File: src/rtl/core/mrt_pkg.sv
// ----------------------------------------------------------------------------
// mrt_pkg
// Shared types and constants of the markup run tokenizer: byte classes, the
// layout of a queue entry and the token record.
// ----------------------------------------------------------------------------
package mrt_pkg;

  localparam int LENGTH_BITS_DEF = 16;
  localparam int OFFSET_BITS_DEF = 32;

  // Fixed widths of the token fields on the ports.
  localparam int CHAR_W   = 8;
  localparam int OFFSET_W = 32;
  localparam int LENGTH_W = 16;
  localparam int VALUE_W  = 32;

  localparam int QUEUE_DEPTH = 2;

  typedef enum logic [2:0] {
    KIND_MARK    = 3'd0,
    KIND_NEWLINE = 3'd1,
    KIND_BLANK   = 3'd2,
    KIND_DIGIT   = 3'd3,
    KIND_OTHER   = 3'd4
  } kind_t;

  localparam int KIND_W = $bits(kind_t);

  // Queue entry layout: {position, kind, last, byte}.
  localparam int Q_DATA_LSB = 0;
  localparam int Q_LAST_BIT = CHAR_W;
  localparam int Q_KIND_LSB = CHAR_W + 1;
  localparam int Q_POS_LSB  = CHAR_W + 1 + KIND_W;

  localparam logic [CHAR_W-1:0] CH_LF    = 8'h0A;
  localparam logic [CHAR_W-1:0] CH_CR    = 8'h0D;
  localparam logic [CHAR_W-1:0] CH_TAB   = 8'h09;
  localparam logic [CHAR_W-1:0] CH_VT    = 8'h0B;
  localparam logic [CHAR_W-1:0] CH_FF    = 8'h0C;
  localparam logic [CHAR_W-1:0] CH_SPACE = 8'h20;
  localparam logic [CHAR_W-1:0] CH_ZERO  = 8'h30;
  localparam logic [CHAR_W-1:0] CH_NINE  = 8'h39;

  typedef struct packed {
    logic [CHAR_W-1:0]          first_char;
    logic [OFFSET_W-1:0]        start_offset;
    logic [LENGTH_W-1:0]        token_length;
    logic signed [VALUE_W-1:0]  digit_value;
    logic                       is_space;
    logic                       is_newline;
    logic                       stream_end;
  } tok_t;

endpackage

File: src/rtl/core/mrt_byte_if.sv
// ----------------------------------------------------------------------------
// mrt_byte_if
// Byte channel: one text byte and its end-of-stream mark per word.
// ----------------------------------------------------------------------------
interface mrt_byte_if;
  import mrt_pkg::*;

  logic              valid;
  logic              ready;
  logic [CHAR_W-1:0] data_byte;
  logic              last_byte;

  modport source (output valid, output data_byte, output last_byte, input ready);
  modport sink (input valid, input data_byte, input last_byte, output ready);

endinterface

File: src/rtl/core/mrt_token_if.sv
// ----------------------------------------------------------------------------
// mrt_token_if
// Token channel: one finished token per word.
// ----------------------------------------------------------------------------
interface mrt_token_if;
  import mrt_pkg::*;

  logic                      valid;
  logic                      ready;
  logic [CHAR_W-1:0]         first_char;
  logic [OFFSET_W-1:0]       start_offset;
  logic [LENGTH_W-1:0]       token_length;
  logic signed [VALUE_W-1:0] digit_value;
  logic                      is_space;
  logic                      is_newline;
  logic                      stream_end;

  modport source (
    output valid, output first_char, output start_offset, output token_length,
    output digit_value, output is_space, output is_newline, output stream_end,
    input ready
  );
  modport sink (
    input valid, input first_char, input start_offset, input token_length,
    input digit_value, input is_space, input is_newline, input stream_end,
    output ready
  );

endinterface

File: src/rtl/core/mrt_front.sv
// ----------------------------------------------------------------------------
// mrt_front
// Accepts text bytes, classifies each one and tags it with its stream
// position before it enters the queue.
// ----------------------------------------------------------------------------
module mrt_front #(
  parameter int OFFSET_BITS = mrt_pkg::OFFSET_BITS_DEF,
  parameter int Q_W         = mrt_pkg::Q_POS_LSB + OFFSET_BITS
) (
  input  logic                      clk,
  input  logic                      rst,
  input  logic                      in_valid,
  output logic                      in_ready,
  input  logic [mrt_pkg::CHAR_W-1:0] data_byte,
  input  logic                      last_byte,
  output logic                      wr_valid,
  input  logic                      wr_ready,
  output logic [Q_W-1:0]            wr_data
);
  import mrt_pkg::*;

  logic [OFFSET_BITS-1:0] position;
  kind_t                  kind;

  always_comb begin
    case (data_byte) inside
      8'h2A, 8'h23, 8'h60, 8'h2E, 8'h5F, 8'h2D, 8'h5B, 8'h5D,
      8'h28, 8'h29, 8'h7B, 8'h7D, 8'h3C, 8'h3E:
        kind = KIND_MARK;
      CH_LF, CH_CR:
        kind = KIND_NEWLINE;
      CH_SPACE, CH_TAB, CH_VT, CH_FF:
        kind = KIND_BLANK;
      [CH_ZERO:CH_NINE]:
        kind = KIND_DIGIT;
      default:
        kind = KIND_OTHER;
    endcase
  end

  assign in_ready = wr_ready;
  assign wr_valid = in_valid;
  assign wr_data  = {position, kind, last_byte, data_byte};

  // Positions restart at zero after the last byte of a stream.
  always_ff @(posedge clk) begin
    if (rst) begin
      position <= '0;
    end else if (in_valid && wr_ready) begin
      position <= last_byte ? '0 : position + 1'b1;
    end
  end

endmodule

File: src/rtl/core/mrt_fifo.sv
// ----------------------------------------------------------------------------
// mrt_fifo
// Small register queue that decouples the classifier from the token builder.
// ----------------------------------------------------------------------------
module mrt_fifo #(
  parameter int WIDTH = 8,
  parameter int DEPTH = mrt_pkg::QUEUE_DEPTH
) (
  input  logic             clk,
  input  logic             rst,
  input  logic             wr_valid,
  output logic             wr_ready,
  input  logic [WIDTH-1:0] wr_data,
  output logic             rd_valid,
  input  logic             rd_ready,
  output logic [WIDTH-1:0] rd_data
);
  localparam int PTR_W = (DEPTH > 1) ? $clog2(DEPTH) : 1;
  localparam int CNT_W = $clog2(DEPTH + 1);

  logic [WIDTH-1:0] mem [DEPTH];
  logic [PTR_W-1:0] wr_ptr;
  logic [PTR_W-1:0] rd_ptr;
  logic [CNT_W-1:0] count;
  logic             push;
  logic             pop;

  assign wr_ready = (count != CNT_W'(DEPTH));
  assign rd_valid = (count != '0);
  assign rd_data  = mem[rd_ptr];
  assign push     = wr_valid && wr_ready;
  assign pop      = rd_valid && rd_ready;

  always_ff @(posedge clk) begin
    if (push) begin
      mem[wr_ptr] <= wr_data;
    end
  end

  always_ff @(posedge clk) begin
    if (rst) begin
      wr_ptr <= '0;
      rd_ptr <= '0;
      count  <= '0;
    end else begin
      if (push) begin
        wr_ptr <= (wr_ptr == PTR_W'(DEPTH - 1)) ? '0 : wr_ptr + 1'b1;
      end
      if (pop) begin
        rd_ptr <= (rd_ptr == PTR_W'(DEPTH - 1)) ? '0 : rd_ptr + 1'b1;
      end
      count <= count + CNT_W'(push) - CNT_W'(pop);
    end
  end

endmodule

File: src/rtl/core/mrt_back.sv
// ----------------------------------------------------------------------------
// mrt_back
// Token builder: holds the open run, decides per byte whether it continues,
// and writes up to two finished tokens per byte into a small output buffer.
// ----------------------------------------------------------------------------
module mrt_back #(
  parameter int LENGTH_BITS = mrt_pkg::LENGTH_BITS_DEF,
  parameter int OFFSET_BITS = mrt_pkg::OFFSET_BITS_DEF,
  parameter int Q_W         = mrt_pkg::Q_POS_LSB + OFFSET_BITS
) (
  input  logic          clk,
  input  logic          rst,
  input  logic          q_valid,
  output logic          q_ready,
  input  logic [Q_W-1:0] q_data,
  output logic          tok_valid,
  input  logic          tok_ready,
  output mrt_pkg::tok_t tok_data
);
  import mrt_pkg::*;

  localparam int RUN_W   = VALUE_W - 1;
  localparam int OUT_DEP = 4;
  localparam int OPTR_W  = $clog2(OUT_DEP);
  localparam int OCNT_W  = $clog2(OUT_DEP + 1);
  localparam logic [RUN_W-1:0] RUN_MAX = '1;

  // Open run.
  logic                   token_open;
  kind_t                  token_kind;
  logic [CHAR_W-1:0]      run_char;
  logic [OFFSET_BITS-1:0] token_start;
  logic [LENGTH_BITS-1:0] run_length;
  logic [RUN_W-1:0]       run_value;

  // Output buffer.
  tok_t              obuf [OUT_DEP];
  logic [OPTR_W-1:0] o_wr_ptr;
  logic [OPTR_W-1:0] o_rd_ptr;
  logic [OCNT_W-1:0] o_count;

  logic [CHAR_W-1:0]      c;
  logic                   c_last;
  kind_t                  c_kind;
  logic [OFFSET_BITS-1:0] c_pos;
  logic                   c_lf;
  logic                   fire;
  logic                   pop;
  logic                   more;
  logic                   cont;
  logic                   start_new;
  logic [LENGTH_BITS-1:0] len_inc;
  logic [RUN_W+3:0]       val_wide;
  logic [RUN_W-1:0]       val_inc;
  logic                   e0;
  logic                   e1;
  tok_t                   t0;
  tok_t                   t1;
  logic [RUN_W-1:0]       new_value;
  logic [OPTR_W-1:0]      e1_ptr;

  function automatic tok_t make_tok(
    input logic [CHAR_W-1:0]      ch,
    input logic [OFFSET_BITS-1:0] st,
    input logic [LENGTH_BITS-1:0] len,
    input logic [RUN_W-1:0]       val,
    input kind_t                  k,
    input logic                   fin
  );
    tok_t t;
    t.first_char   = ch;
    t.start_offset = OFFSET_W'(st);
    t.token_length = LENGTH_W'(len);
    t.digit_value  = (k == KIND_DIGIT) ? signed'({1'b0, val}) : '1;
    t.is_space     = (k == KIND_NEWLINE) || (k == KIND_BLANK);
    t.is_newline   = (k == KIND_NEWLINE);
    t.stream_end   = fin;
    return t;
  endfunction

  always_comb begin
    c      = q_data[Q_DATA_LSB +: CHAR_W];
    c_last = q_data[Q_LAST_BIT];
    c_kind = kind_t'(q_data[Q_KIND_LSB +: KIND_W]);
    c_pos  = q_data[Q_POS_LSB +: OFFSET_BITS];
    c_lf   = (c == CH_LF);

    case (token_kind)
      KIND_MARK:    more = (c == run_char);
      KIND_NEWLINE: more = c_lf;
      KIND_BLANK:   more = (c_kind == KIND_BLANK);
      KIND_DIGIT:   more = (c_kind == KIND_DIGIT);
      default:      more = (c_kind == KIND_OTHER) || (c_kind == KIND_DIGIT);
    endcase

    cont      = token_open && more;
    start_new = !cont;

    len_inc  = (run_length != '1) ? run_length + 1'b1 : run_length;
    // value * 10 + digit, saturating at the largest positive 32-bit value
    val_wide = {run_value, 3'b000} + {2'b00, run_value, 1'b0} + (RUN_W + 4)'(c[3:0]);
    val_inc  = (val_wide[RUN_W+3:RUN_W] != '0) ? RUN_MAX : val_wide[RUN_W-1:0];

    // The open token closes on a byte that ends it, on the LF of a CR LF
    // pair, or together with the last byte of the stream.
    e0 = token_open && (!more || token_kind == KIND_NEWLINE || c_last);
    t0 = make_tok(run_char, token_start,
                  more ? len_inc : run_length,
                  more ? val_inc : run_value,
                  token_kind, more && c_last);

    new_value = (c_kind == KIND_DIGIT) ? RUN_W'(c[3:0]) : '0;
    e1 = start_new && (c_lf || c_last);
    t1 = make_tok(c, c_pos, LENGTH_BITS'(1), new_value, c_kind, c_last);

    e1_ptr = o_wr_ptr + OPTR_W'(e0);
  end

  assign fire      = q_valid && (o_count <= OCNT_W'(OUT_DEP - 2));
  assign q_ready   = fire;
  assign tok_valid = (o_count != '0);
  assign tok_data  = obuf[o_rd_ptr];
  assign pop       = tok_valid && tok_ready;

  always_ff @(posedge clk) begin
    if (fire) begin
      if (e0) begin
        obuf[o_wr_ptr] <= t0;
      end
      if (e1) begin
        obuf[e1_ptr] <= t1;
      end
    end
  end

  always_ff @(posedge clk) begin
    if (fire) begin
      if (cont) begin
        run_length <= len_inc;
        run_value  <= val_inc;
      end else begin
        run_char    <= c;
        token_start <= c_pos;
        run_length  <= LENGTH_BITS'(1);
        run_value   <= new_value;
      end
    end
  end

  always_ff @(posedge clk) begin
    if (rst) begin
      token_open <= 1'b0;
      token_kind <= KIND_MARK;
      o_wr_ptr   <= '0;
      o_rd_ptr   <= '0;
      o_count    <= '0;
    end else begin
      if (fire) begin
        if (cont) begin
          token_open <= !(token_kind == KIND_NEWLINE || c_last);
        end else begin
          token_kind <= c_kind;
          token_open <= !(c_lf || c_last);
        end
        o_wr_ptr <= o_wr_ptr + OPTR_W'(e0) + OPTR_W'(e1);
      end
      if (pop) begin
        o_rd_ptr <= o_rd_ptr + 1'b1;
      end
      o_count <= o_count + (fire ? OCNT_W'(e0) + OCNT_W'(e1) : '0) - OCNT_W'(pop);
    end
  end

endmodule

File: src/rtl/core/markup_run_tokenizer.sv
// ----------------------------------------------------------------------------
// markup_run_tokenizer
// Groups a text byte stream into markup, newline, blank, digit and word
// tokens, each with first byte, offset, length, value and flags.
// ----------------------------------------------------------------------------
// Throughput: one byte per cycle while the output buffer has room; a byte that
// closes one token and completes another puts two words on the output, which
// drain one per cycle while the sink is ready. The byte that closes a token
// is registered in the byte queue, and the token then in the output buffer.
// Reset (synchronous, rst high) empties both queues, closes any open token
// and sets the stream position to zero.
module markup_run_tokenizer #(
  parameter int LENGTH_BITS = mrt_pkg::LENGTH_BITS_DEF,
  parameter int OFFSET_BITS = mrt_pkg::OFFSET_BITS_DEF
) (
  input logic        clk,
  input logic        rst,
  mrt_byte_if.sink   bytes,
  mrt_token_if.source tokens
);
  import mrt_pkg::*;

  localparam int Q_W = Q_POS_LSB + OFFSET_BITS;

  logic           f_valid;
  logic           f_ready;
  logic [Q_W-1:0] f_data;
  logic           q_valid;
  logic           q_ready;
  logic [Q_W-1:0] q_data;
  tok_t           tok;

  mrt_front #(
    .OFFSET_BITS (OFFSET_BITS),
    .Q_W         (Q_W)
  ) u_front (
    .clk       (clk),
    .rst       (rst),
    .in_valid  (bytes.valid),
    .in_ready  (bytes.ready),
    .data_byte (bytes.data_byte),
    .last_byte (bytes.last_byte),
    .wr_valid  (f_valid),
    .wr_ready  (f_ready),
    .wr_data   (f_data)
  );

  mrt_fifo #(
    .WIDTH (Q_W),
    .DEPTH (QUEUE_DEPTH)
  ) u_queue (
    .clk      (clk),
    .rst      (rst),
    .wr_valid (f_valid),
    .wr_ready (f_ready),
    .wr_data  (f_data),
    .rd_valid (q_valid),
    .rd_ready (q_ready),
    .rd_data  (q_data)
  );

  mrt_back #(
    .LENGTH_BITS (LENGTH_BITS),
    .OFFSET_BITS (OFFSET_BITS),
    .Q_W         (Q_W)
  ) u_back (
    .clk       (clk),
    .rst       (rst),
    .q_valid   (q_valid),
    .q_ready   (q_ready),
    .q_data    (q_data),
    .tok_valid (tokens.valid),
    .tok_ready (tokens.ready),
    .tok_data  (tok)
  );

  assign tokens.first_char   = tok.first_char;
  assign tokens.start_offset = tok.start_offset;
  assign tokens.token_length = tok.token_length;
  assign tokens.digit_value  = tok.digit_value;
  assign tokens.is_space     = tok.is_space;
  assign tokens.is_newline   = tok.is_newline;
  assign tokens.stream_end   = tok.stream_end;

endmodule
File: src/flat_wrapper.sv
// flat-port wrapper written by rule: the top's interface ports become plain ports
module markup_run_tokenizer_flat import mrt_pkg::*;
#(
  parameter int LENGTH_BITS = mrt_pkg::LENGTH_BITS_DEF,
  parameter int OFFSET_BITS = mrt_pkg::OFFSET_BITS_DEF
)
  (clk, rst, bytes_valid, bytes_data_byte, bytes_last_byte, bytes_ready, tokens_valid, tokens_first_char, tokens_start_offset, tokens_token_length, tokens_digit_value, tokens_is_space, tokens_is_newline, tokens_stream_end, tokens_ready);
  mrt_byte_if bytes_i ();
  mrt_token_if tokens_i ();
  input logic clk;
  input logic rst;
  input wire logic [$bits(bytes_i.valid)-1:0] bytes_valid;
  input wire logic [$bits(bytes_i.data_byte)-1:0] bytes_data_byte;
  input wire logic [$bits(bytes_i.last_byte)-1:0] bytes_last_byte;
  output wire logic [$bits(bytes_i.ready)-1:0] bytes_ready;
  output wire logic [$bits(tokens_i.valid)-1:0] tokens_valid;
  output wire logic [$bits(tokens_i.first_char)-1:0] tokens_first_char;
  output wire logic [$bits(tokens_i.start_offset)-1:0] tokens_start_offset;
  output wire logic [$bits(tokens_i.token_length)-1:0] tokens_token_length;
  output wire logic [$bits(tokens_i.digit_value)-1:0] tokens_digit_value;
  output wire logic [$bits(tokens_i.is_space)-1:0] tokens_is_space;
  output wire logic [$bits(tokens_i.is_newline)-1:0] tokens_is_newline;
  output wire logic [$bits(tokens_i.stream_end)-1:0] tokens_stream_end;
  input wire logic [$bits(tokens_i.ready)-1:0] tokens_ready;
  assign bytes_i.valid = bytes_valid;
  assign bytes_i.data_byte = bytes_data_byte;
  assign bytes_i.last_byte = bytes_last_byte;
  assign bytes_ready = bytes_i.ready;
  assign tokens_valid = tokens_i.valid;
  assign tokens_first_char = tokens_i.first_char;
  assign tokens_start_offset = tokens_i.start_offset;
  assign tokens_token_length = tokens_i.token_length;
  assign tokens_digit_value = tokens_i.digit_value;
  assign tokens_is_space = tokens_i.is_space;
  assign tokens_is_newline = tokens_i.is_newline;
  assign tokens_stream_end = tokens_i.stream_end;
  assign tokens_i.ready = tokens_ready;
  markup_run_tokenizer #(.LENGTH_BITS(LENGTH_BITS), .OFFSET_BITS(OFFSET_BITS)) u_core (.clk(clk), .rst(rst), .bytes(bytes_i), .tokens(tokens_i));
endmodule
File: config.mk
export PLATFORM = sky130hd
export DESIGN_NAME = markup_run_tokenizer_flat
export DESIGN_NICKNAME = d
export VERILOG_FILES = /design/src/rtl/core/mrt_pkg.sv /design/src/rtl/core/mrt_byte_if.sv /design/src/rtl/core/mrt_token_if.sv /design/src/rtl/core/mrt_front.sv /design/src/rtl/core/mrt_fifo.sv /design/src/rtl/core/mrt_back.sv /design/src/rtl/core/markup_run_tokenizer.sv /design/src/flat_wrapper.sv
export SDC_FILE = /design/constraint.sdc
export NUM_CORES = 1
export LEC_CHECK = 0
export BUFFER_PORTS_ARGS = -buffer_cell sky130_fd_sc_hd__buf_2
export CAP_MARGIN = 40
export CORE_ASPECT_RATIO = 1.75
export CORE_MARGIN = 3
export CORE_UTILIZATION = 35
export CTS_CLUSTER_DIAMETER = 100
export DETAILED_ROUTE_END_ITERATION = 8
export GPL_ROUTABILITY_DRIVEN = 0
export PLACE_DENSITY = 0.56
export SYNTH_ARGS = -nofsm -noshare
export SYNTH_HDL_FRONTEND = slang
export SYNTH_SLANG_ARGS = --single-unit
File: constraint.sdc
create_clock -name clk -period 6.4 [get_ports clk]
set_input_delay 0.96 -clock clk [delete_from_list [all_inputs] [get_ports clk]]
set_output_delay 0.96 -clock clk [all_outputs]
set_load 0.1 [all_outputs]
Yosys cells after proc, flatten, opt, wreduce, memory -nomap -nowiden

Memory sizes are Yosys's and may differ from the RTL's. A register that Yosys moved wholly into a read port is not among the register bits.
Index checks and enable logic that the tools add are counted.
W data, S select, Z words.

Bitwise gates (word level): 1
$lt $le $gt $ge: 3
Reduce and logical (&&, ||, !) cells: 28
Multiplexer cells: 30
Eq/ne operators: 31
Add/sub/neg operators: 14

Operators by type and width:

| kind                    | number |
|---|---|
| $mux W32                | 3 |
| $mux W31                | 3 |
| $eq A8 B6 Y1 const B    | 9 |
| $eq A8 B4 Y1 const B    | 6 |
| $eq A8 B7 Y1 const B    | 6 |
| $add A34 B32 Y35        | 1 |
| $add A35 B4 Y35         | 1 |
| $add A32 B1 Y32 const B | 1 |
| $mux W16                | 2 |
| $add A16 B1 Y16 const B | 1 |
| $ne A16 B16 Y1 const B  | 1 |
| $reduce_or A14 Y1       | 1 |
| $mux W1                 | 13 |
| $eq A3 B2 Y1 const B    | 4 |
| $mux W3                 | 4 |
| $logic_and A1 B1 Y1     | 9 |
| $eq A8 B8 Y1            | 1 |
| $ge A8 B6 Y1 const B    | 1 |
| $le A8 B6 Y1 const B    | 1 |
| $logic_or A1 B1 Y1      | 7 |
| $add A2 B1 Y2           | 3 |
| $eq A3 B1 Y1 const B    | 2 |
| $mux W2                 | 3 |
| $logic_not A1 Y1        | 4 |
| other kinds (19)        | 20 |

Bits of input ports: 13
Register bits after elaboration: 134
Memory bits (writable): 452
Output and inout bits: 93
Word-level logic and storage cells: 122
Memories kept: 2

Memory list:

| memory             | depth | bits a word | read ports | clocked after memory_dff | wr ports | line           | text |
|---|---|---|---|---|---|---|---|
| u_core.u_back.obuf | 4     | 91          | 1          | 1                        | 2        | mrt_back.sv:37 | `tok_t obuf [OUT_DEP];` |
| u_core.u_queue.mem | 2     | 44          | 1          | 1                        | 1        | mrt_fifo.sv:21 | `logic [WIDTH-1:0] mem [DEPTH];` |

Depth between registers and ports, before layout

Word-level depth: 11
Gate-level depth with buffers: 21
Mapped depth without buffers: 16

Modules after synthesis

A second synthesis with hierarchy kept.

Cells, all modules: 2648
Area total of the unflattened synthesis: 30055.1 sq um

By module, submodules not included:

| module    | times used | area an instance (sq um) | cells each | sequential area each (sq um) |
|---|---|---|---|---|
| mrt_back  | 1          | 24692.4                  | 2240       | 13162.6 |
| mrt_fifo  | 1          | 3423.3                   | 166        | 2742.6 |
| mrt_front | 1          | 1939.4                   | 242        | 640.6 |

Worst setup path before layout

OpenSTA, ideal clock, no wires.

Path kind: register to register
From: reg u_core.u_queue.count[1]
To: mem u_core.u_back.obuf[3][0] in the netlist's numbering, enable pin
Data arrival time: 4.893 ns
Library setup time: 0.435 ns
Setup slack: 1.071 ns
Required time: 5.965 ns
Stages on the path, launching flop included: 10
Cell sequence: dfxtp_1 -> nor2_1 -> nor2_1 -> o21ai_1 -> inv_1 -> clkbuf_1 -> nand4_1 -> or2_2 -> clkbuf_1 -> nand2_1

RTL lines:

| item                   | line           | text |
|---|---|---|
| from (decl)            | mrt_fifo.sv:24 | `logic [CNT_W-1:0] count;` |
| from (signal assigned) | mrt_fifo.sv:52 | `count <= count + CNT_W'(push) - CNT_W'(pop);` |
| to (decl)              | mrt_back.sv:37 |  |

==> metrics.txt <==
status=complete, no violations; Nets=2,585; post-synthesis simple-gate area fraction=0.116; maximum clock frequency=178 MHz; Register Area=16,600 µm²; CP bufs+invs=3; CTS clk-pin slew, worst paths=0.06 ns; Post-synth EDFFs=475; TNS Setup=0 ns; top cell type's share of synthesized area=0.490; Starting Density=0.354; initial antenna violation count=6; DR WL/cell=23.4 µm; area of the multi-input gates=11,700 µm²; MaxCap Viol Count=0; final count of negative-setup-slack endpoints=0; drt pass-1 iters=5; fillers=7,857; clock sinks=589; CP Launch Type=flop; combinational family with the most area after synthesis=compound AO/OA/AOI/OAI gates; max incr delay on CP=0.63 ns; Syn. warnings=0; hold-fix buffers at CTS=0; worst endpoint required time=6.75 ns; routed vias/inst=5.75; Tcrit/Tclk final=0.879; Core Area=82,300 µm²; most common cell after layout, fill and taps aside=edfxtp_1; post-DP HPWL=54.6 mm; clock tree buffer depth=3; crit path max fanout=30; post-synthesis xor/xnor area fraction=0.0274; compound-cell area share of the yosys netlist=0.129; Clock Skew=0.0377 ns; dominant cell type by area after synthesis=edfxtp_1; post-synthesis mux area share=0.0918; Final WS setup=0.775 ns; Syn Inst Count=2,457; Synth area leaders=edfxtp_1 (49%), dfxtp_1 (7.8%), mux4_2 (7.0%), o21ai_0 (4.1%), nand3_1 (3.5%); Place WS=0.737 ns; drt initial violations=1,524; All-Layer GR Usage=0.192; critical path's slowest cell=a2111oi_2; Mapped Area=29,100 µm²; Fin. Hold Viols=0; syn_nets=2,544; TritonCTS clock tree=yes; Layout Utilization=0.398; Detail Route Antenna Nets=0; worst setup path class=reg -> reg; Largest delay share family, worst path=compound AO/OA/AOI/OAI gates; CP arrival=5.97 ns; Final min period=5.63 ns; Synth Area in Adders=0.0326; vias in the first global route=21,700; worst path cell trace=mux2i_2 > inv_1 > fa_1 > ha_1 > a211o_1 > a2111oi_2 > o211a_1 > o21ai_0 > a21oi_1 > mux2i_1 > o21ai_2 > buf_6 > nor2_2 > buf_12 > a31oi_1; Worst-Margin Slew=0.923 ns; Synth Register Bits=589; Skew-Pair Late Insertion Delay=0.66 ns; post-CTS setup buffer count=0; first-pass GRT wire length=129 mm; Slew HR=0.385; share of layout cells above drive strength 1=0.157; synthesis-to-finish area growth=12.7%; Synth cell types=76; Via Count=20,700; GRT overflow=0; die width=224 µm; die height=387 µm; Synth Area per Inst=11.8 µm²; max-slew violation count=0; sequential-to-total area share from yosys stat=0.569; CTS Root Cell=clkbuf_16; largest net degree at the start of global routing=77; PortBufs=105; WL final=84.2 mm; DR DRC count=0; asr flop ratio synth=0; Inserted Clock Buffers=56; CTS H-tree depth=2; RSZ-0062 raised after global routing=no; Synth Flop Type=edfxtp_1; cts repair resizes=0; most frequent cells in the layout=edfxtp_1 (475), o21ai_0 (238), nor2_1 (218), nand3_1 (201), nand2_1 (120); die area=86,700 µm²; Hold Path Class=reg -> reg; io pins=106; # rows=139; CP Capture Type=flop
==> cell type report <==
class	count	share of cell area
Multi-Input combinational cell	1620	0.357
Sequential cell	589	0.505
Tap cell	1057	0.0404
Clock inverter	30	0.0101
Inverter	73	0.00836
Timing Repair Buffer	158	0.0319
Antenna cell	2	0.000153
Clock buffer	76	0.0469
==> per-layer routing <==
metal,share of wire,GRT usage,wire (µm),up-vias
met2,0.55,0.365,45900,779
li1,-,-,-,9438
met3,0.051,0.0290,4320,246
met4,0.046,0.0900,3850,2
met5,0.000083,0,7,-
met1,0.36,0.206,30100,10300
==> final timing paths <==
path,start,slack [ns],depth (start not counted),to
setup / recovery,flop,0.77,15,u_core.u_back.obuf[2][28]
hold / removal,u_core.u_back.obuf[1][49],0.46,2,u_core.u_back.obuf[1][49]
setup reg to reg,flop,0.77,15,u_core.u_back.obuf[2][28]
hold reg to reg,u_core.u_back.obuf[1][49],0.46,2,u_core.u_back.obuf[1][49]
==> cells by family (layout without fill, tap and decap cells) <==
logic type | after synthesis | count (layout)
and+or+nand+nor | 711 | 711
buffers and inverters | 248 | 337
AOI/OAI and AO/OA | 598 | 598
other | 0 | 2
adders and majority gates | 74 | 74
DFF | 589 | 589
muxes | 146 | 146
xor gates and xnor gates | 91 | 91
==> tightest hold or removal path, cell delays in order (launching register included) <==
cell and delay [ns]:
dfxtp_1 0.31, nand2_1 0.05, a21oi_1 0.05
==> cell usage after synthesis (12+ instances only) <==
master / count
edfxtp_1: 475
o21ai_0: 240
nor2_1: 223
nand3_1: 202
nand2_1: 127
clkbuf_1: 114
dfxtp_1: 114
a21oi_1: 107
mux4_2: 91
a221oi_1: 76
ha_1: 71
inv_1: 70
xnor2_1: 51
mux2i_1: 41
xor2_1: 40
buf_1: 35
nor3_1: 30
o21a_1: 30
and2_1: 28
o31ai_1: 28
a31oi_1: 27
a211oi_1: 21
buf_2: 19
and3_1: 17
nor4_1: 15
nand4_1: 14
a21o_1: 13
nand2b_1: 12
==> metrics by stage <==
| stage | instances | hold slack, ns | area [µm²] |
|---|---|---|---|
| after floorplan | 2457 | 0.433 | 29100 |
| after global placement | 3494 | 0.439 | 30800 |
| after detailed placement | 3497 | 0.452 | 30900 |
| after CTS | 3603 | 0.462 | 32800 |
| after global routing | 3604 | 0.490 | 32800 |
| final | 3605 | 0.463 | 32800 |
==> state kept, by name, summed over array words and instances, names as in the netlist, named ones only <==
name	count
u_core.u_queue.wr_ptr	1
u_core.u_back.token_kind	3
u_core.u_front.position	32
u_core.u_back.run_length	16
u_core.u_back.obuf	364
u_core.u_queue.mem	88
u_core.u_back.run_char	8
u_core.u_back.run_value	31
u_core.u_back.token_open	1
u_core.u_back.o_count	3
u_core.u_queue.rd_ptr	1
u_core.u_back.token_start	32
u_core.u_back.o_wr_ptr	2
u_core.u_queue.count	2
u_core.u_back.o_rd_ptr	2
Power is not shown: default switching activity piles up to over one toggle a cycle in this logic, so the estimate is an artifact.
